**config.mk**
```make
export PLATFORM = sky130hd
export DESIGN_NAME = tvve_outbuf_flat
export DESIGN_NICKNAME = d
export VERILOG_FILES = /design/src/tvve_pkg.sv /design/src/tvve_if.sv /design/src/tvve_outbuf.sv /design/src/flat_wrapper.sv
export SDC_FILE = /design/constraint.sdc
export NUM_CORES = 1
export LEC_CHECK = 0
export ABC_AREA = 0
export BUFFER_PORTS_ARGS = -buffer_cell sky130_fd_sc_hd__buf_4
export CAP_MARGIN = 20
export CELL_PAD_IN_SITES_DETAIL_PLACEMENT = 1
export CELL_PAD_IN_SITES_GLOBAL_PLACEMENT = 1
export CORE_AREA = 5 5 42 44
export DETAILED_ROUTE_END_ITERATION = 8
export DIE_AREA = 0 0 47 49
export PLACE_DENSITY = 0.69
export SYNTH_ARGS = -nofsm -noshare
export SYNTH_HDL_FRONTEND = slang
export SYNTH_SLANG_ARGS = --single-unit
```
**constraint.sdc**
```tcl
create_clock -name clock -period 0.8 [get_ports clock]
set_clock_uncertainty 0.15 [all_clocks]
set_input_delay 0.16 -clock clock [delete_from_list [all_inputs] [get_ports clock]]
set_output_delay 0.16 -clock clock [all_outputs]
set_load 0.1 [all_outputs]
```
**src/tvve_pkg.sv**
```systemverilog
// shared types and constants of the tagged varint value encoder
// no dependencies
package tvve_pkg;

   localparam logic [7:0] TAG_NULL    = 8'h00;
   localparam logic [7:0] TAG_FALSE   = 8'h01;
   localparam logic [7:0] TAG_TRUE    = 8'h02;
   localparam logic [7:0] TAG_INT     = 8'h03;
   localparam logic [7:0] TAG_UINT    = 8'h04;
   localparam logic [7:0] TAG_F32     = 8'h05;
   localparam logic [7:0] TAG_F64     = 8'h06;
   localparam logic [7:0] TAG_STR     = 8'h07;
   localparam logic [7:0] TAG_STRDICT = 8'h08;
   localparam logic [7:0] TAG_BYTES   = 8'h09;
   localparam logic [7:0] TAG_ARRAY   = 8'h0a;
   localparam logic [7:0] TAG_MAP     = 8'h0b;
   localparam logic [7:0] TAG_TYPETAG = 8'h0c;
   localparam logic [7:0] TAG_REFDEF  = 8'h0d;
   localparam logic [7:0] TAG_REFUSE  = 8'h0e;
   localparam logic [7:0] DICT_NEW    = 8'h00;
   localparam logic [7:0] ERR_MARKER  = 8'h00;

   localparam logic [7:0] DIGIT_MASK  = 8'h7f;
   localparam logic [7:0] CONT_BIT    = 8'h80;

   localparam int CSR_ADDR_W = 2;
   localparam logic [CSR_ADDR_W-1:0] CSR_SELF_DESCRIBING = 2'd0;
   localparam logic [CSR_ADDR_W-1:0] CSR_STRING_DEDUP    = 2'd1;

   typedef enum logic [3:0] {
      OP_NULL    = 4'd0,
      OP_BOOL    = 4'd1,
      OP_INT     = 4'd2,
      OP_UINT    = 4'd3,
      OP_REAL32  = 4'd4,
      OP_REAL64  = 4'd5,
      OP_STR     = 4'd6,
      OP_BYTES   = 4'd7,
      OP_ARRAY   = 4'd8,
      OP_MAP     = 4'd9,
      OP_KEY     = 4'd10,
      OP_TYPETAG = 4'd11,
      OP_REFDEF  = 4'd12,
      OP_REFUSE  = 4'd13,
      OP_PAYLOAD = 4'd14
   } op_type;

   typedef enum logic [1:0] {
      BODY_NONE,
      BODY_VARINT,
      BODY_FIXED
   } body_type;

   typedef enum logic [1:0] {
      ST_IDLE,
      ST_PRE0,
      ST_PRE1,
      ST_BODY
   } state_type;

   typedef struct packed {
      logic self_describing;
      logic string_dedup;
   } cfg_type;

   typedef struct packed {
      logic        load;
      logic        step;
      logic        fixed;
      logic        half;
      logic [63:0] value;
   } digit_ctl_type;

   typedef struct packed {
      logic [7:0] out_byte;
      logic       last;
   } digit_sts_type;

   typedef struct packed {
      logic [7:0] out_byte;
      logic       last;
      logic       error;
   } out_item_type;

endpackage

```
**src/tvve_if.sv**
```systemverilog


interface tvve_rsp_if;
   logic       valid;
   logic       ready;
   logic [7:0] out_byte;
   logic       last;
   logic       error;

   modport source (output valid, out_byte, last, error, input ready);
   modport sink (input valid, out_byte, last, error, output ready);
endinterface


```
**src/tvve_outbuf.sv**
```systemverilog
// output register between the sequencer and the response channel
// depends on tvve_pkg and tvve_if
module tvve_outbuf import tvve_pkg::*; (
   input  logic         clock,
   input  logic         reset,
   input  logic         push,
   input  out_item_type item,
   output logic         room,
   tvve_rsp_if.source   rsp_chan
);

   logic         valid_ff, valid_in;
   out_item_type item_ff;

   assign room     = !valid_ff || rsp_chan.ready;
   assign valid_in = push || (valid_ff && !rsp_chan.ready);

   always_ff @(posedge clock) begin
      if (reset) begin
         valid_ff <= 1'b0;
      end else begin
         valid_ff <= valid_in;
      end
   end

   always_ff @(posedge clock) begin
      if (push) begin
         item_ff <= item;
      end
   end

   assign rsp_chan.valid    = valid_ff;
   assign rsp_chan.out_byte = item_ff.out_byte;
   assign rsp_chan.last     = item_ff.last;
   assign rsp_chan.error    = item_ff.error;

endmodule

```
**src/flat_wrapper.sv**
```systemverilog
// flat-port wrapper written by rule: the top's interface ports become plain ports
module tvve_outbuf_flat import tvve_pkg::*;
  (clock, reset, push, item, room, rsp_chan_valid, rsp_chan_out_byte, rsp_chan_last, rsp_chan_error, rsp_chan_ready);
  tvve_rsp_if rsp_chan_i ();
  input  logic clock;
  input  logic reset;
  input  logic push;
  input  out_item_type item;
  output logic room;
  output wire logic [$bits(rsp_chan_i.valid)-1:0] rsp_chan_valid;
  output wire logic [$bits(rsp_chan_i.out_byte)-1:0] rsp_chan_out_byte;
  output wire logic [$bits(rsp_chan_i.last)-1:0] rsp_chan_last;
  output wire logic [$bits(rsp_chan_i.error)-1:0] rsp_chan_error;
  input wire logic [$bits(rsp_chan_i.ready)-1:0] rsp_chan_ready;
  assign rsp_chan_valid = rsp_chan_i.valid;
  assign rsp_chan_out_byte = rsp_chan_i.out_byte;
  assign rsp_chan_last = rsp_chan_i.last;
  assign rsp_chan_error = rsp_chan_i.error;
  assign rsp_chan_i.ready = rsp_chan_ready;
  tvve_outbuf u_core (.clock(clock), .reset(reset), .push(push), .item(item), .room(room), .rsp_chan(rsp_chan_i));
endmodule
```
======== After elaboration in Yosys (flattened, before gate mapping) ========
Cells that the tools add are included.
storage, ports and cells
  register bits ........................... 11
  logic and storage cells ................. 9
  input bits .............................. 14
operators by class
  reductions and logical operators ........ 5
operators with widths
  cell               number
  zero test 1 bit    2
  logical OR 1 bit   2
  logical AND 1 bit  1

======== Depth between registers and ports, before layout ========
  word-level depth ........................ 3
  mapped depth ............................ 2

======== Worst setup path before layout ========
OpenSTA, ideal clock, no wires.
  path type ............................... flip-flop to flip-flop
  start point ............................. register u_core.valid_ff (netlist: u_core.rsp_chan.valid)
  end point ............................... register u_core.valid_ff (netlist: u_core.rsp_chan.valid)
  required time ........................... 0.579 ns
  cell stages (with the launch flop) ...... 3
  data arrival time ....................... 1.562 ns
  slack ................................... -0.982 ns
  period minus slack after synthesis ...... 1.782 ns
  path through ............................ dfxtp_1 > nand2b_4 > a21oi_2
on the way
  word-level cells in the longest chain between the ends .. 2
ends and longest elaborated chain
  element                 line               RTL
  start, declared         tvve_outbuf.sv:12  logic valid_ff, valid_in;
  start signal, assigned  tvve_outbuf.sv:22  valid_ff <= valid_in;
  logical AND 1 bit       tvve_outbuf.sv:16  assign valid_in = push || (valid_ff && !rsp_chan.ready);
  logical OR 1 bit        tvve_outbuf.sv:16
Every way passes these cells.
A chain may end at the register's enable or synchronous reset.

======== Worst setup path after layout ========
  start point ............................. register u_core.valid_ff (netlist: u_core.rsp_chan.valid)
  end point ............................... output room
on the way
  word-level cells in the longest chain between the ends .. 2
ends and longest elaborated chain
  element           line               RTL
  zero test 1 bit   tvve_outbuf.sv:15  assign room = !valid_ff || rsp_chan.ready;
  logical OR 1 bit  tvve_outbuf.sv:15
  end, declared     flat_wrapper.sv:9  output logic room;
Every way passes these cells.

==> qor.csv <==
metric,value,unit
ys_seq_area_frac,0.924,
failed_checks,"negative hold slack, negative setup slack",
clockBufferDepth,2,
avgSynthCellArea,24.8,um2
endpoint_kind,primary output,
r2r_slack,-0.20,ns
holdPathEnd,u_core.rsp_chan.valid,
status,finished with violations,
rr_startpoint,u_core.rsp_chan.valid,
irDropWorstVdd,0.982,mV
grt_pass1_wl,1.17,mm
portBuffers,25,
use_met1,0.0691,
crit_type,flop to primary output,
power.total,1.57,mW
required,0.49,ns
tightestPinTransition,0.204,ns
drtIter0Drc,0,
area_growth_syn_to_layout,89.5,%
min_path_cells,2,
drc,0,
hp-start,reset,
busiest_layer,met2,
dr.pass1.iters,1,
antenna_found_initial,0,
cts_sinks,11,
hold_violations,11,
grt_use_met2,0.115,
period_needed,1.17,ns
slowest_delay,0.35,ns
design.die.area,2300,um2
hold_class,input pin to flop,
grt_pass1_vias,281,
rows,14,
synth_edf_count,10,
synth_area,347,um2
hold_ws,-0.110,ns
clock_latency,0.25,ns
cts.root.buffer_cell,clkbuf_4,
synth_nets,28,
start_util,0.247,
fin_nets,60,
ys_ff_latch,11,
core_area,1400,um2
synth_area_leaders,"edfxtp_1 87%, dfxtp_1 5.8%, nand2b_4 4.0%",
cp_top_family,flip-flops,
setup_viol,13,
synth_warnings,0,
die_w,47,um
antennaDiodeCount,0,
cp_max_fo,2,
path_buf_inv,1,
max_cap_violations,0,
routed_wl,737,um
ioPinCount,26,
path_cells,"nand2b_4, buf_12",
cts_htree_levels,1,
slowest_stage,dfxtp_4,
maxSlewViolCount,0,
rsz0062_at_grt,true,
cp.arrival,0.86,ns
synth_commonest_cells,"10 x edfxtp_1, 1 x a21oi_2, 1 x dfxtp_1, 1 x inv_1, 1 x nand2b_4",
yosysTopAreaCell,edfxtp_1,
period_share,1.46,
yosys.cell_count.top_type,edfxtp_1,
grt-ovfl-total,0,
die_h,49,um
wire_per_inst,12.1,um
ys_types,5,
ant_nets,0,
grt_use_met3,0.0443,
relSlewSlack,0.864,
cp-start-kind,flop,
fmax,858,MHz
vias,233,
fin_tns_setup,-4.39,ns
grt.total_usage,0.0772,
cts_tree,built,
grt_start_max_net_pins,12,
gp_congestion,0.674,
fillers,154,
cts_made_buffers,3,
yosysTopAreaCellShare,0.866,
clk_pin_slew,0.06,ns
final.setup.worst_slack,-0.366,ns
async_reset_ff_frac,0,
rr_worst_depth,4,
syn-instance-count,14,
viasPerCell,3.82,
p_leak,0.286,nW
fin_cells,61,
rr_endpoint,u_core.rsp_chan.valid,
dpl.cell_count,56,
synthFlopType,edfxtp_1,
p_per_area,2390,nW/um2
drive_gt1_frac,0.733,
registers in the layout (all words and copies together) (netlist names):
name                      count
u_core.rsp_chan.error         1
u_core.rsp_chan.last          1
u_core.rsp_chan.out_byte      8
u_core.rsp_chan.valid         1
worst max path at each step:
| stage | from | to | slack [ns] | cells after the start |
|---|---|---|---|---|
| 2_1_floorplan | u_core.rsp_chan.error | rsp_chan_error | -0.41 | 0 |
| 3_3_place_gp | u_core.rsp_chan.valid | room | -0.18 | 2 |
| 3_5_place_dp | u_core.rsp_chan.valid | room | -0.19 | 2 |
| 4_1_cts | u_core.rsp_chan.out_byte[3] | rsp_chan_out_byte[3] | -0.38 | 1 |
| 5_1_grt | u_core.rsp_chan.valid | room | -0.41 | 2 |
| 6_report | u_core.rsp_chan.valid | room | -0.37 | 2 |
kinds of logic after synthesis:
| family | Yosys count | share of synthesized area |
|---|---|---|
| AOI/OAI and AO/OA | 1 | 0.0253 |
| buffers and inverters | 1 | 0.0108 |
| DFF | 11 | 0.924 |
| and+or+nand+nor | 1 | 0.0397 |
what timing repair did:
action                     4_1_cts  5_1_grt
setup buffers                    1        0
setup endpoints to repair       13       13
resized for setup               14        1
hold endpoints to repair        11       11
layout by cell type (no fill, tap or decap), drive strengths merged:
cell type / n
dfxtp: 1
clkbuf: 4
edfxtp: 10
inv: 1
a21oi: 1
buf: 27
nand2b: 1
through the flow:
| step | utilization | worst slack, ns | hold slack [ns] | area (um2) |
|---|---|---|---|---|
| final | 0.469 | -0.366 | -0.110 | 657 |
| after global routing | 0.469 | -0.414 | -0.133 | 657 |
| after CTS | 0.466 | -0.385 | -0.122 | 653 |
| after detailed placement | 0.404 | -0.192 | 0.158 | 566 |
| after global placement | 0.404 | -0.176 | 0.156 | 566 |
| after floorplan | - | -0.414 | 0.0633 | 350 |
power by group:
part | internal (mW) | total (mW) | switching [mW]
clock network | 0.192 | 0.350 | 0.158
registers | 0.676 | 0.698 | 0.0225
logic | 0.143 | 0.519 | 0.375
layout make-up:
class                      count  area, um2  area share
multi-input combinational      2       22.5      0.0343
timing repair buffer          27        260       0.396
inverter                       1       3.75     0.00571
clock buffer                   4       26.3      0.0400
sequential                    11        324       0.493
tap                           16       20.0      0.0305
routing by layer:
| metal | vias to the layer above | wire [um] |
|---|---|---|
| li1 | 113 | - |
| met1 | 103 | 224 |
| met2 | 17 | 399 |
| met3 | 0 | 113 |
| met4 | 0 | 0 |
| met5 | - | 0 |
(Power assumes the default switching activity.)
