### src/tvve_pkg.sv
// shared types and constants of the tagged varint value encoder
// no dependencies
package tvve_pkg;

   localparam logic [7:0] TAG_NULL    = 8'h00;
   localparam logic [7:0] TAG_FALSE   = 8'h01;
   localparam logic [7:0] TAG_TRUE    = 8'h02;
   localparam logic [7:0] TAG_INT     = 8'h03;
   localparam logic [7:0] TAG_UINT    = 8'h04;
   localparam logic [7:0] TAG_F32     = 8'h05;
   localparam logic [7:0] TAG_F64     = 8'h06;
   localparam logic [7:0] TAG_STR     = 8'h07;
   localparam logic [7:0] TAG_STRDICT = 8'h08;
   localparam logic [7:0] TAG_BYTES   = 8'h09;
   localparam logic [7:0] TAG_ARRAY   = 8'h0a;
   localparam logic [7:0] TAG_MAP     = 8'h0b;
   localparam logic [7:0] TAG_TYPETAG = 8'h0c;
   localparam logic [7:0] TAG_REFDEF  = 8'h0d;
   localparam logic [7:0] TAG_REFUSE  = 8'h0e;
   localparam logic [7:0] DICT_NEW    = 8'h00;
   localparam logic [7:0] ERR_MARKER  = 8'h00;

   localparam logic [7:0] DIGIT_MASK  = 8'h7f;
   localparam logic [7:0] CONT_BIT    = 8'h80;

   localparam int CSR_ADDR_W = 2;
   localparam logic [CSR_ADDR_W-1:0] CSR_SELF_DESCRIBING = 2'd0;
   localparam logic [CSR_ADDR_W-1:0] CSR_STRING_DEDUP    = 2'd1;

   typedef enum logic [3:0] {
      OP_NULL    = 4'd0,
      OP_BOOL    = 4'd1,
      OP_INT     = 4'd2,
      OP_UINT    = 4'd3,
      OP_REAL32  = 4'd4,
      OP_REAL64  = 4'd5,
      OP_STR     = 4'd6,
      OP_BYTES   = 4'd7,
      OP_ARRAY   = 4'd8,
      OP_MAP     = 4'd9,
      OP_KEY     = 4'd10,
      OP_TYPETAG = 4'd11,
      OP_REFDEF  = 4'd12,
      OP_REFUSE  = 4'd13,
      OP_PAYLOAD = 4'd14
   } op_type;

   typedef enum logic [1:0] {
      BODY_NONE,
      BODY_VARINT,
      BODY_FIXED
   } body_type;

   typedef enum logic [1:0] {
      ST_IDLE,
      ST_PRE0,
      ST_PRE1,
      ST_BODY
   } state_type;

   typedef struct packed {
      logic self_describing;
      logic string_dedup;
   } cfg_type;

   typedef struct packed {
      logic        load;
      logic        step;
      logic        fixed;
      logic        half;
      logic [63:0] value;
   } digit_ctl_type;

   typedef struct packed {
      logic [7:0] out_byte;
      logic       last;
   } digit_sts_type;

   typedef struct packed {
      logic [7:0] out_byte;
      logic       last;
      logic       error;
   } out_item_type;

endpackage

### src/tvve_digit.sv
// digit shift register: 7-bit varint groups or 8-bit fixed bytes, one per cycle while step is high
// depends on tvve_pkg
module tvve_digit import tvve_pkg::*; (
   input  logic          clock,
   input  digit_ctl_type dctl,
   output digit_sts_type dsts
);

   localparam logic [3:0] FIXED4_BYTES = 4'd4;
   localparam logic [3:0] FIXED8_BYTES = 4'd8;

   logic [63:0] sh_ff, sh_in;
   logic [3:0]  cnt_ff, cnt_in;
   logic        fixed_ff, fixed_in;
   logic        more;

   assign more = |sh_ff[63:7];

   always_comb begin
      sh_in    = sh_ff;
      cnt_in   = cnt_ff;
      fixed_in = fixed_ff;
      if (dctl.load) begin
         sh_in    = dctl.value;
         cnt_in   = dctl.half ? FIXED4_BYTES : FIXED8_BYTES;
         fixed_in = dctl.fixed;
      end else if (dctl.step) begin
         if (fixed_ff) begin
            sh_in  = {8'h00, sh_ff[63:8]};
            cnt_in = cnt_ff - 4'd1;
         end else begin
            sh_in = {7'h00, sh_ff[63:7]};
         end
      end
   end

   always_ff @(posedge clock) begin
      sh_ff    <= sh_in;
      cnt_ff   <= cnt_in;
      fixed_ff <= fixed_in;
   end

   always_comb begin
      if (fixed_ff) begin
         dsts.out_byte = sh_ff[7:0];
         dsts.last     = (cnt_ff == 4'd1);
      end else begin
         dsts.out_byte = (more ? CONT_BIT : 8'h00) | (sh_ff[7:0] & DIGIT_MASK);
         dsts.last     = !more;
      end
   end

endmodule

### config.mk
export PLATFORM = sky130hd
export DESIGN_NAME = tvve_digit
export DESIGN_NICKNAME = d
export VERILOG_FILES = /design/src/tvve_pkg.sv /design/src/tvve_digit.sv
export SDC_FILE = /design/constraint.sdc
export NUM_CORES = 1
export LEC_CHECK = 0
export ABC_AREA = 1
export BUFFER_PORTS_ARGS = -buffer_cell sky130_fd_sc_hd__buf_2
export CAP_MARGIN = 20
export CORE_ASPECT_RATIO = 1.5
export CORE_MARGIN = 2
export CORE_UTILIZATION = 25
export CTS_CLUSTER_DIAMETER = 40
export DETAILED_ROUTE_END_ITERATION = 8
export PLACE_DENSITY = 0.43
export SYNTH_ARGS = -nofsm -noshare
export SYNTH_HDL_FRONTEND = slang
export SYNTH_SLANG_ARGS = --single-unit
### constraint.sdc
create_clock -name clock -period 7.2 [get_ports clock]
set_input_delay 1.08 -clock clock [delete_from_list [all_inputs] [get_ports clock]]
set_output_delay 1.08 -clock clock [all_outputs]
set_load 0.05 [all_outputs]
* Yosys cells after proc, flatten, opt, wreduce, memory -nomap -nowiden *
Cells that the tools add are included.

storage, ports and cells
  output and inout port bits = 9
  input port bits = 69
  word-level logic and storage cells = 20
  register bits = 69

operators by class
  eq/ne operators = 1
  reduce and logical (&&, ||, !) cells = 5
  bitwise logic cells = 1
  add/subtract/negate cells = 1
  mux-type cells = 9

operator list
  kind                                                 count
  2-to-1 mux 64 bit                                    2
  2-to-1 mux 57 bit                                    1
  OR reduction 57 bit                                  1
  2-to-1 mux 4 bit                                     4
  2-to-1 mux 9 bit                                     1
  2-to-1 mux 8 bit                                     1
  bitwise OR 8 x 7 -> 8 bit                            1
  equality test 4 x 1 -> 1 bit, second input constant  1
  nonzero test 2 bit                                   2
  subtractor 4 x 1 -> 4 bit, second input constant     1
  AND reduction 2 bit                                  1
  logical NOT 1 bit                                    1

* Logic depth before layout (Yosys ltp) *
Gate-level depths: netlist (run 1).

  depth after elaboration = 4
  mapped depth = 8
  gate-level depth less buffers = 8

* Least setup slack after synthesis (run 1) *
No wires, ideal clock.

  path type = input port to flip-flop
  start = input port dctl[67] (netlist name)
  end = register sh_ff[0] (enable)
  path slack = 3966 ps
  stages = 4
  data required time = 6776 ps
  arrival = 2810 ps
  setup time = 424 ps
  path buffers = 2
  cell sequence = buf_2 > inv_2 > buf_2 > nand2_1

between the ends
  word-level cells in the longest chain between the ends = 1

RTL lines
  what                          line              text
  from (decl)                   tvve_digit.sv:5   input digit_ctl_type dctl,
  nonzero test 2 bit (no line)  n/a
  to (signal assigned)          tvve_digit.sv:38  sh_ff <= sh_in;
  to (decl)                     tvve_digit.sv:12  logic [63:0] sh_ff, sh_in;

Every way passes these cells.
A chain may end at the register's enable or synchronous reset.

==> summary.md, run 1 <==
| Metric | Value |
|---|---|
| Post-synth top cells | `113 x a21oi_1, 91 x nor2_1, 89 x nand2_1` |
| Max cap viols | `0` |
| Sequential area share after synthesis | `roughly 56%` |
| Period utilisation layout | `51.6%` |
| P_int | `between 700 and 800 µW` |
| Mapped Nets | `about 500` |
| Syn avg cell area | `slightly below 9 µm²` |
| Peak Freq | `between 200 and 300 MHz` |
| Gp weighted congestion | `0.737` |
| DP Area | `between 0.004 and 0.005 mm²` |
| Total track usage | `12.6%` |
| Worst slew margin | `34.7%` |
| Die Footprint | `0.0159 mm²` |
| Port Buf Inserts | `slightly below 80` |
| Critical hold path startpoint | `cnt_ff[0]` |
| Share of cells above drive strength 1 | `between 10% and 20%` |
| Final setup violation count | `0` |
| Synth warnings | `0` |
| Yosys top cell area share | `between 50 and 60%` |
| # rows | `54` |
| Worst setup SP type | `register` |
| Post-CTS resize count | `0` |
| Logic pwr share | `14.8%` |
| Post-Route WL | `about 9800 µm` |
| First-pass GRT wire length | `~15000 µm` |
| Core Util, Final | `30.1%` |
| Clk_skew | `slightly below 0.005 ns` |
| Clock group share of total power | `34.9%` |
| Detailed placement HPWL | `6560 µm` |
| Antenna-violating nets left | `0` |
| Switching share of power | `a little over a quarter` |
| Clock tree sinks | `just under 70` |
| Placed cell count | `between 600 and 700` |
| Largest family of logic cells by synthesized area | `simple AND/OR/NAND/NOR gates` |
| Synthesized area | `~0.0037 mm²` |
| Core area | `~0.015 mm²` |
| Power per cell area | `240 mW/mm²` |
| Antenna cell count | `0` |
| Largest net degree at the start of global routing | `72` |
| Simple-Gate Fraction of Synth Area | `approximately 20%` |
| Setup CP Type | `register to primary output` |
| Starting Density | `25.6%` |
| Reg2reg path depth | `3` |
| Synth Area in Compound Gates | `~16%` |
| Residual DRC | `0` |
| Leakage power | `about 0.0018 µW` |
| Via count | `approximately 3000` |
| Chip height | `153 µm` |
| Initial DRC Count | `132` |
| Synth Area in XOR/XNOR | `0.236%` |
| RSZ-0062 raised after global routing | `false` |
| Min cycle time layout | `3.71 ns` |
| Crit. End Element | `primary output` |
| H-tree depth | `3` |
| Fin area | `0.00437 mm²` |
| Fin. Hold Viols | `0` |
| Mapped Cells | `between 400 and 500` |
| Hold Path Depth | `1` |
| Maximum vdd ir drop | `96.4 µV` |
| Adder-Cell Fraction of Synth Area | `less than 1%` |
| Reg-to-Reg Start | `fixed_ff` |
| Synth top area cells | `edfxtp_1 56%, a21oi_1 15%, nor2_1 9.2%` |
| Root Driver | `clkbuf_16` |
| CP arrival | `2.63 ns` |
| Syn-to-layout area delta | `17.7%` |
| Synth area leader | `edfxtp_1` |
| # nets final | `between 500 and 600` |
| Pre-antenna DRT Iters | `4` |
| Setup TNS | `0 ns` |
| Mux contribution to synthesized area | `0%` |
| Ys async rst share | `0%` |
| Worst Path Required | `6.12 ns` |
| Vias/cell | `approximately 4.5` |
| Hold EP | `cnt_ff[0]` |
| Clock Latency Late Sink | `between 0.3 and 0.4 ns` |
| Total congestion overflow | `0` |
| Slew @ Worst Pin | `0.977 ns` |
| Worst-path clk slew | `around 0.050 ns` |
| Crit Path Max Fanout | `60` |
| Top FF cell, synth | `edfxtp_1` |
| CTS tree | `built` |
| Register bit total from synthesis | `69` |
| Vias in the first global route | `3108` |
| Post-DR wirelength/cell | `14.3 µm` |
| Worst R2R End | `cnt_ff[1]` |
| Num CTS Buffers | `9` |
| Fin cells | `slightly below 700` |
| Top-count cell post-synth | `a21oi_1` |
| Setup bufs post-CTS | `0` |
| EDFF count, synth | `69` |
| Seq pwr share | `about half` |
| # hold bufs at CTS | `0` |
| Hold WS | `around 0.59 ns` |
| Reported net switching power | `between 200 and 300 µW` |
| Io pins | `just under 80` |
| Initial antenna violation count | `0` |
| Status | `completed` |
| Bufs on Longest Clock Path | `2` |
| Die extent in x | `about 100 µm` |
| Unique cell type count in the Yosys netlist | `20` |
| Reg2reg setup slack | `approximately 4.5 ns` |
| Final Max Tran Viols | `0` |
| Worst hold path class | `register to register` |
==> area by class of cell <==
| type | count | area (µm²) |
|---|---|---|
| Fill cell | 1593 | 10200 |
| Sequential cell | 69 | 2070 |
| Multi-Input combinational cell | 309 | 1360 |
| Timing Repair Buffer | 80 | 408 |
| Tap cell | 196 | 245 |
| Clock buffer | 10 | 229 |
| Inverter | 15 | 57.6 |
| Clock inverter | 1 | 3.75 |
==> cells by family (layout without fill, tap and decap cells) <==
family	Yosys count	in the layout
adder cells (fa/ha/maj)	2	2
AO/OA/AOI/OAI	117	117
XOR/XNOR	1	1
AND/OR/NAND/NOR	189	189
flip-flops	69	69
buffers and inverters	49	106
==> power by group through the flow <==
stage	Sequential, µW	Combinational (µW)	Clock [µW]
3_3_place_gp	536	157	0
6_report	529	156	366
3_5_place_dp	536	158	0
5_1_grt	534	177	396
2_1_floorplan	526	122	0
4_1_cts	529	159	379
==> state kept, by name, summed over array words and instances (netlist names) <==
register / count
fixed_ff: 1
sh_ff: 64
cnt_ff: 4
==> per-layer routing <==
layer,share of wire (%),track usage [%]
met3,4.4,1.92
met4,1.4,6.33
met1,40,14.6
met2,54,21.8
met5,0,0
==> per-stage QoR <==
stage	power, µW	setup slack (ns)
after floorplan	648	3.97
after global placement	693	3.27
after detailed placement	695	3.20
after CTS	1070	3.41
after global routing	1110	3.21
final	1050	3.49
==> cells in the final DEF, fill, tap and decap left out <==
cell type	instances
a21oi_1	113
nor2_1	91
nand2_1	88
buf_2	77
edfxtp_1	69
inv_1	13
clkbuf_16	9
o21ai_1	4
nand3_1	3
buf_4	3
nor2_2	2
ha_1	2
clkinv_2	1
inv_2	1
xnor2_1	1
nor2_4	1
or2_0	1
and2_1	1
nand4_1	1
nand2_2	1
clkbuf_1	1
clkinv_1	1
==> worst max-delay path, stage by stage, from the launching register on <==
cell and delay (ns):
edfxtp_1 0.32, buf_4 0.51, clkinv_2 0.84, nand3_1 0.31
nand2_1 0.08, buf_2 0.22
==> worst max-delay path by stage <==
stage,endpoint,from,cells after the start,slack [ns]
2_1_floorplan,sh_ff[0],dctl[67],4,3.97
3_3_place_gp,sh_ff[21],dctl[67],5,3.27
3_5_place_dp,sh_ff[20],dctl[67],5,3.20
4_1_cts,dsts[0],fixed_ff,5,3.41
5_1_grt,dsts[0],fixed_ff,5,3.21
6_report,dsts[0],fixed_ff,5,3.49
No activity file was read; power rests on OpenSTA's default activity.
==> run 2: changes to the inputs <==
Clock period 7.2 ns to 3.6 ns, I/O delays scaled along.
==> run 2 against run 1 <==
Net effect:
- total power rose by 110%
- clock-buffer cell count did not move
- critical endpoint unchanged
- cell count rose by 1.0%
- largest power group unchanged
==> summary.md, run 2 (synthesis gave the netlist of run 1 again) <==
| Metric | Value |
|---|---|
| Status | `completed` |
| Worst R2R End | `sh_ff[16]` |
| Fin. Hold Viols | `0 (unchanged)` |
| Power per cell area | `502 mW/mm² (+110%)` |
| Critical path's slowest cell | `edfxtp_1` |
| Crit. End Element | `primary output` |
| Num CTS Buffers | `9 (unchanged)` |
| Worst path max stage delay | `0.66 ns (-0.18 ns)` |
| Antenna cell count | `0 (unchanged)` |
| Min cycle time layout | `roughly 2.5 ns` |
| Max FFs per register | `64 (unchanged)` |
| Hold WS | `0.403 ns (-0.186 ns)` |
| Largest regs | `sh_ff x64, cnt_ff x4, fixed_ff x1` |
| Core Util, Final | `30.6% (+0.52 points)` |
| Root Driver | `clkbuf_16` |
| Share of cells above drive strength 1 | `21.0% (+1.3 points)` |
| Die extent in x | `103 µm (unchanged)` |
| Filler Cells Inserted | `1576 (-1.1%)` |
| Clock tree sinks | `69 (unchanged)` |
| Top delay family on crit path | `flip-flops` |
| Initial antenna violation count | `0 (unchanged)` |
| Worst hold path class | `primary input to register` |
| Reg with most FFs | `sh_ff` |
| Vias/cell | `4.49 (+0.71%)` |
| Clk_skew | `0.00900 ns (+0.00404 ns)` |
| Critical path, cell by cell | `clkinv_2 > nand3_1 > nand2_1 > buf_2` |
| Setup CP Type | `register to primary output` |
| # hold bufs at CTS | `0 (unchanged)` |
| Critical hold path startpoint | `dctl[65]` |
| Reg2reg setup slack | `1.61 ns (-2.93 ns)` |
| Residual DRC | `0 (unchanged)` |
| # nets final | `557 (+0.36%)` |
| H-tree depth | `3 (unchanged)` |
| CTS tree | `built` |
| Reg2reg path depth | `4 (+1)` |
| Core area | `0.0145 mm² (unchanged)` |
| CP arrival | `1.92 ns (-0.71 ns)` |
| Buf+Inv Stages, Crit Path | `2 (-1)` |
| Syn-to-layout area delta | `19.8%` |
| Setup bufs post-CTS | `0 (unchanged)` |
| Antenna-violating nets left | `0 (unchanged)` |
| Io pins | `78 (unchanged)` |
| Worst Setup SP | `fixed_ff` |
| Gp weighted congestion | `0.732 (-0.73%)` |
| Die Footprint | `0.0159 mm² (unchanged)` |
| Worst-path clk slew | `0.06 ns (about the same)` |
| Crit Path Max Fanout | `25 (-58%)` |
| Final setup violation count | `0 (unchanged)` |
| Starting Density | `25.6% (unchanged)` |
| Hold EP | `fixed_ff` |
| Leakage power | `0.00181 µW (+1.9%)` |
| WP depth | `4 (-1)` |
| Post-Route WL | `9740 µm (-0.13%)` |
| Pre-antenna DRT Iters | `4 (unchanged)` |
| Bufs on Longest Clock Path | `2 (unchanged)` |
| Detailed placement HPWL | `6630 µm (+1.0%)` |
| Maximum vdd ir drop | `193 µV (+100%)` |
| Reg-to-Reg Start | `fixed_ff` |
| Peak Freq | `around 410 MHz` |
| Highest-count cells in the layout ignoring fill and taps | `113 x a21oi_1, 91 x nor2_1, 88 x nand2_1, 77 x buf_2, 69 x edfxtp_1` |
| Worst setup SP type | `register` |
| RSZ-0062 raised after global routing | `false` |
| Slew @ Worst Pin | `0.852 ns (-0.125 ns)` |
| # rows | `54 (unchanged)` |
| Max cap viols | `0 (unchanged)` |
| Setup TNS | `0 ns (unchanged)` |
| Worst slew margin | `43.2% (+8.5 points)` |
| Final Max Tran Viols | `0 (unchanged)` |
| Largest net degree at the start of global routing | `71 (-1.4%)` |
| Via count | `3088 (+1.7%)` |
| Worst Path Required | `3.06 ns (-3.06 ns)` |
| Hold Path Depth | `1 (unchanged)` |
| First-pass GRT wire length | `15400 µm (+0.87%)` |
| Port Buf Inserts | `77 (unchanged)` |
| Post-CTS resize count | `0 (unchanged)` |
| Chip height | `153 µm (unchanged)` |
| Clock Latency Late Sink | `0.33 ns (about the same)` |
| Total congestion overflow | `0 (unchanged)` |
| Initial DRC Count | `127 (-3.8%)` |
| Period utilisation layout | `about two thirds` |
| Post-DR wirelength/cell | `14.2 µm (-1.2%)` |
| Total track usage | `12.7% (+0.14 points)` |
| Commonest non-fill, non-tap cell in the layout | `a21oi_1` |
| Vias in the first global route | `3077 (-1.0%)` |
run 2: cell types whose count changed in the layout (fill, tap and decap cells not counted):
cell and change:
buf_4 +2, bufinv_16 +1, clkinv_1 -1, clkinv_2 +2
clkinv_4 +1, clkinvlp_4 +2
run 2: worst max path at each step:
stage / endpoint
2_1_floorplan: sh_ff[0]
3_3_place_gp: dsts[0]
3_5_place_dp: dsts[0]
4_1_cts: dsts[0]
5_1_grt: dsts[0]
6_report: dsts[0]
run 2: final cells by class:
cell class / instances / area, µm² / area share [%]
Tap cell: 196 / 245 / 5.52
Clock buffer: 10 / 229 / 5.15
Clock inverter: 6 / 63.8 / 1.44
Multi-Input combinational cell: 309 / 1360 / 30.5
Inverter: 15 / 57.6 / 1.29
Timing Repair Buffer: 82 / 423 / 9.51
Sequential cell: 69 / 2070 / 46.6
run 2: power by group:
group / leakage (µW) / internal, µW / switching (µW)
clock network: 0.000138 / 534 / 327
logic: 0.000970 / 110 / 201
registers: 0.000698 / 995 / 63.8
run 2: metrics by stage:
| step | power, µW | std cells | setup slack [ns] | cell area, µm² |
|---|---|---|---|---|
| floorplan | 1300 | 427 | 0.906 | 3710 |
| global placement | 1390 | 671 | 1.48 | 4150 |
| detailed placement | 1390 | 671 | 1.47 | 4150 |
| CTS | 2260 | 687 | 1.10 | 4450 |
| global route | 2340 | 687 | 0.932 | 4450 |
| finish | 2230 | 687 | 1.14 | 4450 |
run 2: metal layers:
metal  vias up  part of all wire [%]  global-route usage (%)
li1       1554                     -                       -
met1      1457                    41                    14.9
met2        66                    54                    22.5
met3        11                   3.3                    1.69
met4         0                   1.8                    5.64
met5         -                     0                       0
==> run 3: changes to the inputs <==
Settings changed: ABC_AREA 1 to 0, PLACE_DENSITY 0.43 to 0.44.
Clock period 3.6 ns to 2.25 ns, I/O delays scaled along.
==> run 3 against run 2 <==
Net effect:
- the run now ends with negative setup slack left
- highest routed layer unchanged
- clock-buffer cell count stayed put
- largest power group unchanged
- global-route usage decreased by 0.56 points
- largest cell class unchanged
- first-iteration DRC count is 23% lower
==> summary.md, run 3 <==
| Metric | Value |
|---|---|
| Fin area | `0.00447 mm² (+0.53%)` |
| Port Buf Inserts | `77 (unchanged)` |
| Detailed placement HPWL | `6390 µm (-3.6%)` |
| Die extent in x | `102 µm (-1.9%)` |
| Antenna cell count | `0 (unchanged)` |
| Worst Path Required | `1.91 ns (-1.15 ns)` |
| # rows | `53 (-1.9%)` |
| Bufs on Longest Clock Path | `2 (unchanged)` |
| Status | `complete, but fails checks` |
| Vias/cell | `4.45 (-1.1%)` |
| Gp weighted congestion | `0.716 (-2.2%)` |
| Largest net degree at the start of global routing | `84 (+18%)` |
| Final WS setup | `-0.122 ns (-1.26 ns)` |
| Critical hold path startpoint | `dctl[65]` |
| Largest regs | `sh_ff x64, cnt_ff x4, fixed_ff x1` |
| Register bit total from synthesis | `69 (unchanged)` |
| Core Util, Final | `31.9% (+1.3 points)` |
| Synth area leader | `edfxtp_1` |
| Max cap viols | `0 (unchanged)` |
| Synthesized area | `0.00357 mm² (-3.9%)` |
| Core area | `0.0140 mm² (-3.7%)` |
| Share of cells above drive strength 1 | `27.7% (+6.7 points)` |
| Top FF cell, synth | `edfxtp_1` |
| Crit Path Max Fanout | `3 (-88%)` |
| Peak Freq | `422 MHz` |
| EDFF count, synth | `69 (unchanged)` |
| Leakage power | `0.00185 µW (+2.4%)` |
| Min cycle time layout | `about 2.4 ns` |
| Unique cell type count in the Yosys netlist | `28 (+40%)` |
| # nets final | `452 (-19%)` |
| Chip height | `150 µm (-1.9%)` |
| CP arrival | `2.03 ns (+0.11 ns)` |
| Syn avg cell area | `11.4 µm² (+31%)` |
| Highest-count cells in the layout ignoring fill and taps | `74 x buf_2, 69 x edfxtp_1, 58 x nand2_1, 56 x mux2i_1, 40 x o21ai_0` |
| Num CTS Buffers | `9 (unchanged)` |
| Hold EP | `fixed_ff` |
| Reg-to-Reg Start | `fixed_ff` |
| Setup CP Type | `register to primary output` |
| Antenna-violating nets left | `0 (unchanged)` |
| Total congestion overflow | `0 (unchanged)` |
| Yosys top cell area share | `58.1% (+2.3 points)` |
| Clock Latency Late Sink | `0.33 ns (about the same)` |
| Sequential area share after synthesis | `58.1% (+2.3 points)` |
| Worst R2R End | `sh_ff[16]` |
| Syn-to-layout area delta | `25.3%` |
| Via count | `2570 (-17%)` |
| Reg2reg setup slack | `0.25 ns (-1.36 ns)` |
| Worst slew margin | `61.3% (+18 points)` |
| Io pins | `78 (unchanged)` |
| Maximum vdd ir drop | `326 µV (+69%)` |
| Root Driver | `clkbuf_16` |
| Worst hold path class | `primary input to register` |
| Commonest non-fill, non-tap cell in the layout | `buf_2` |
| Hold Path Depth | `1 (unchanged)` |
| CTS tree | `built` |
| Final setup violation count | `2 (+2)` |
| Residual DRC | `0 (unchanged)` |
| Initial antenna violation count | `0 (unchanged)` |
| H-tree depth | `3 (unchanged)` |
| Failing checks | `negative setup slack` |
| Clk_skew | `0.00642 ns (-0.00259 ns)` |
| DP Area | `0.00413 mm² (-0.66%)` |
| Total track usage | `12.2% (-0.56 points)` |
| Period utilisation layout | `105%` |
| Synth top area cells | `edfxtp_1 58%, mux2i_1 16%, nand2_1 6.1%` |
| Mapped Cells | `313 (-27%)` |
| Initial DRC Count | `98 (-23%)` |
| Pre-antenna DRT Iters | `4 (unchanged)` |
| Fin. Hold Viols | `0 (unchanged)` |
| Starting Density | `25.5% (-0.062 points)` |
| Top-count cell post-synth | `edfxtp_1` |
| Reg with most FFs | `sh_ff` |
| Post-synth top cells | `69 x edfxtp_1, 58 x nand2_1, 56 x mux2i_1` |
| Crit. End Element | `primary output` |
| Die Footprint | `0.0153 mm² (-3.8%)` |
| Filler Cells Inserted | `1479 (-6.2%)` |
| RSZ-0062 raised after global routing | `true` |
| Post-Route WL | `9040 µm (-7.2%)` |
| Ys async rst share | `0% (unchanged)` |
| Reg2reg path depth | `4 (unchanged)` |
| Worst setup SP type | `register` |
| Mapped Nets | `384 (-23%)` |
| Slew @ Worst Pin | `0.580 ns (-0.272 ns)` |
| Final Max Tran Viols | `0 (unchanged)` |
| Max FFs per register | `64 (unchanged)` |
| First-pass GRT wire length | `13900 µm (-9.7%)` |
| Power per cell area | `780 mW/mm² (+55%)` |
| Worst-path clk slew | `0.06 ns (about the same)` |
| Clock tree sinks | `69 (unchanged)` |
| Vias in the first global route | `2723 (-12%)` |
| Synth warnings | `0 (unchanged)` |
| Post-DR wirelength/cell | `15.6 µm (+10%)` |
-- run 3: cell types whose count changed in the layout (fill, tap and decap cells not counted), sizes merged, moves of 6 or more --
cell	before	now
inv	14	3
mux2i	0	56
a21oi	113	1
o21ai	4	58
nor2	94	3
and2	1	7
nor4	0	15
nand2	89	58
-- run 3: routing by layer --
| metal | vias up | GRT usage, % | wire length (µm) |
|---|---|---|---|
| li1 | 1279 | - | - |
| met1 | 1221 | 13.6 | 3670 |
| met2 | 59 | 22.3 | 4900 |
| met3 | 11 | 2.65 | 367 |
| met4 | 0 | 4.26 | 100 |
| met5 | - | 0 | 0 |
-- run 3: area by class of cell --
type / count / area, µm² / share of cell area [%]
Timing Repair Buffer: 85 / 482 / 10.8
Clock buffer: 10 / 229 / 5.12
Tap cell: 192 / 240 / 5.38
Inverter: 3 / 11.3 / 0.252
Multi-Input combinational cell: 213 / 1410 / 31.4
Clock inverter: 6 / 30.0 / 0.672
Sequential cell: 69 / 2070 / 46.4
-- run 3: power by group --
group          internal [µW]  switching, µW
Sequential              1600            124
Combinational            221            290
Clock                    732            520
Total                   2550            934
-- run 3: worst max path at each step --
stage	start	to	depth (start not counted)
6_report	sh_ff[51]	dsts[0]	5
5_1_grt	sh_ff[30]	dsts[0]	6
4_1_cts	sh_ff[58]	dsts[0]	5
3_5_place_dp	sh_ff[29]	dsts[0]	6
3_3_place_gp	sh_ff[29]	dsts[0]	6
2_1_floorplan	fixed_ff	dsts[0]	5
-- run 3: cell families after synthesis --
family,Yosys count,share of synthesized area [%]
mux,56,15.7
simple gates,92,12.1
compound gates,61,8.70
buf+inv,31,4.24
fa+ha+maj,2,0.701
xor+xnor,2,0.491
flops,69,58.1
-- run 3: what timing repair did --
item	in CTS	in global routing
setup endpoints to repair	2	2
pin swaps	4	2
hold buffers	0	0
gates resized for setup	8	4
buffers inserted	0	2
-- run 3: stage by stage --
stage | hold WS (ns) | TNS [ns] | cells | worst slack, ns | total power (µW)
floorplan | 0.436 | 0 | 313 | 0.364 | 2060
global placement | 0.538 | -0.0137 | 560 | -0.0137 | 2240
detailed placement | 0.544 | 0 | 560 | 0.00373 | 2250
CTS | 0.198 | -0.374 | 576 | -0.194 | 3520
global route | 0.196 | -0.453 | 578 | -0.233 | 3650
finish | 0.207 | -0.222 | 578 | -0.122 | 3490
-- run 3: critical path, cell delays in order, from the launching register on --
cell and delay (ns):
edfxtp_1 0.41, nor4_1 0.39, nand4_1 0.21, nor4_4 0.36, or2_1 0.17, buf_6 0.16
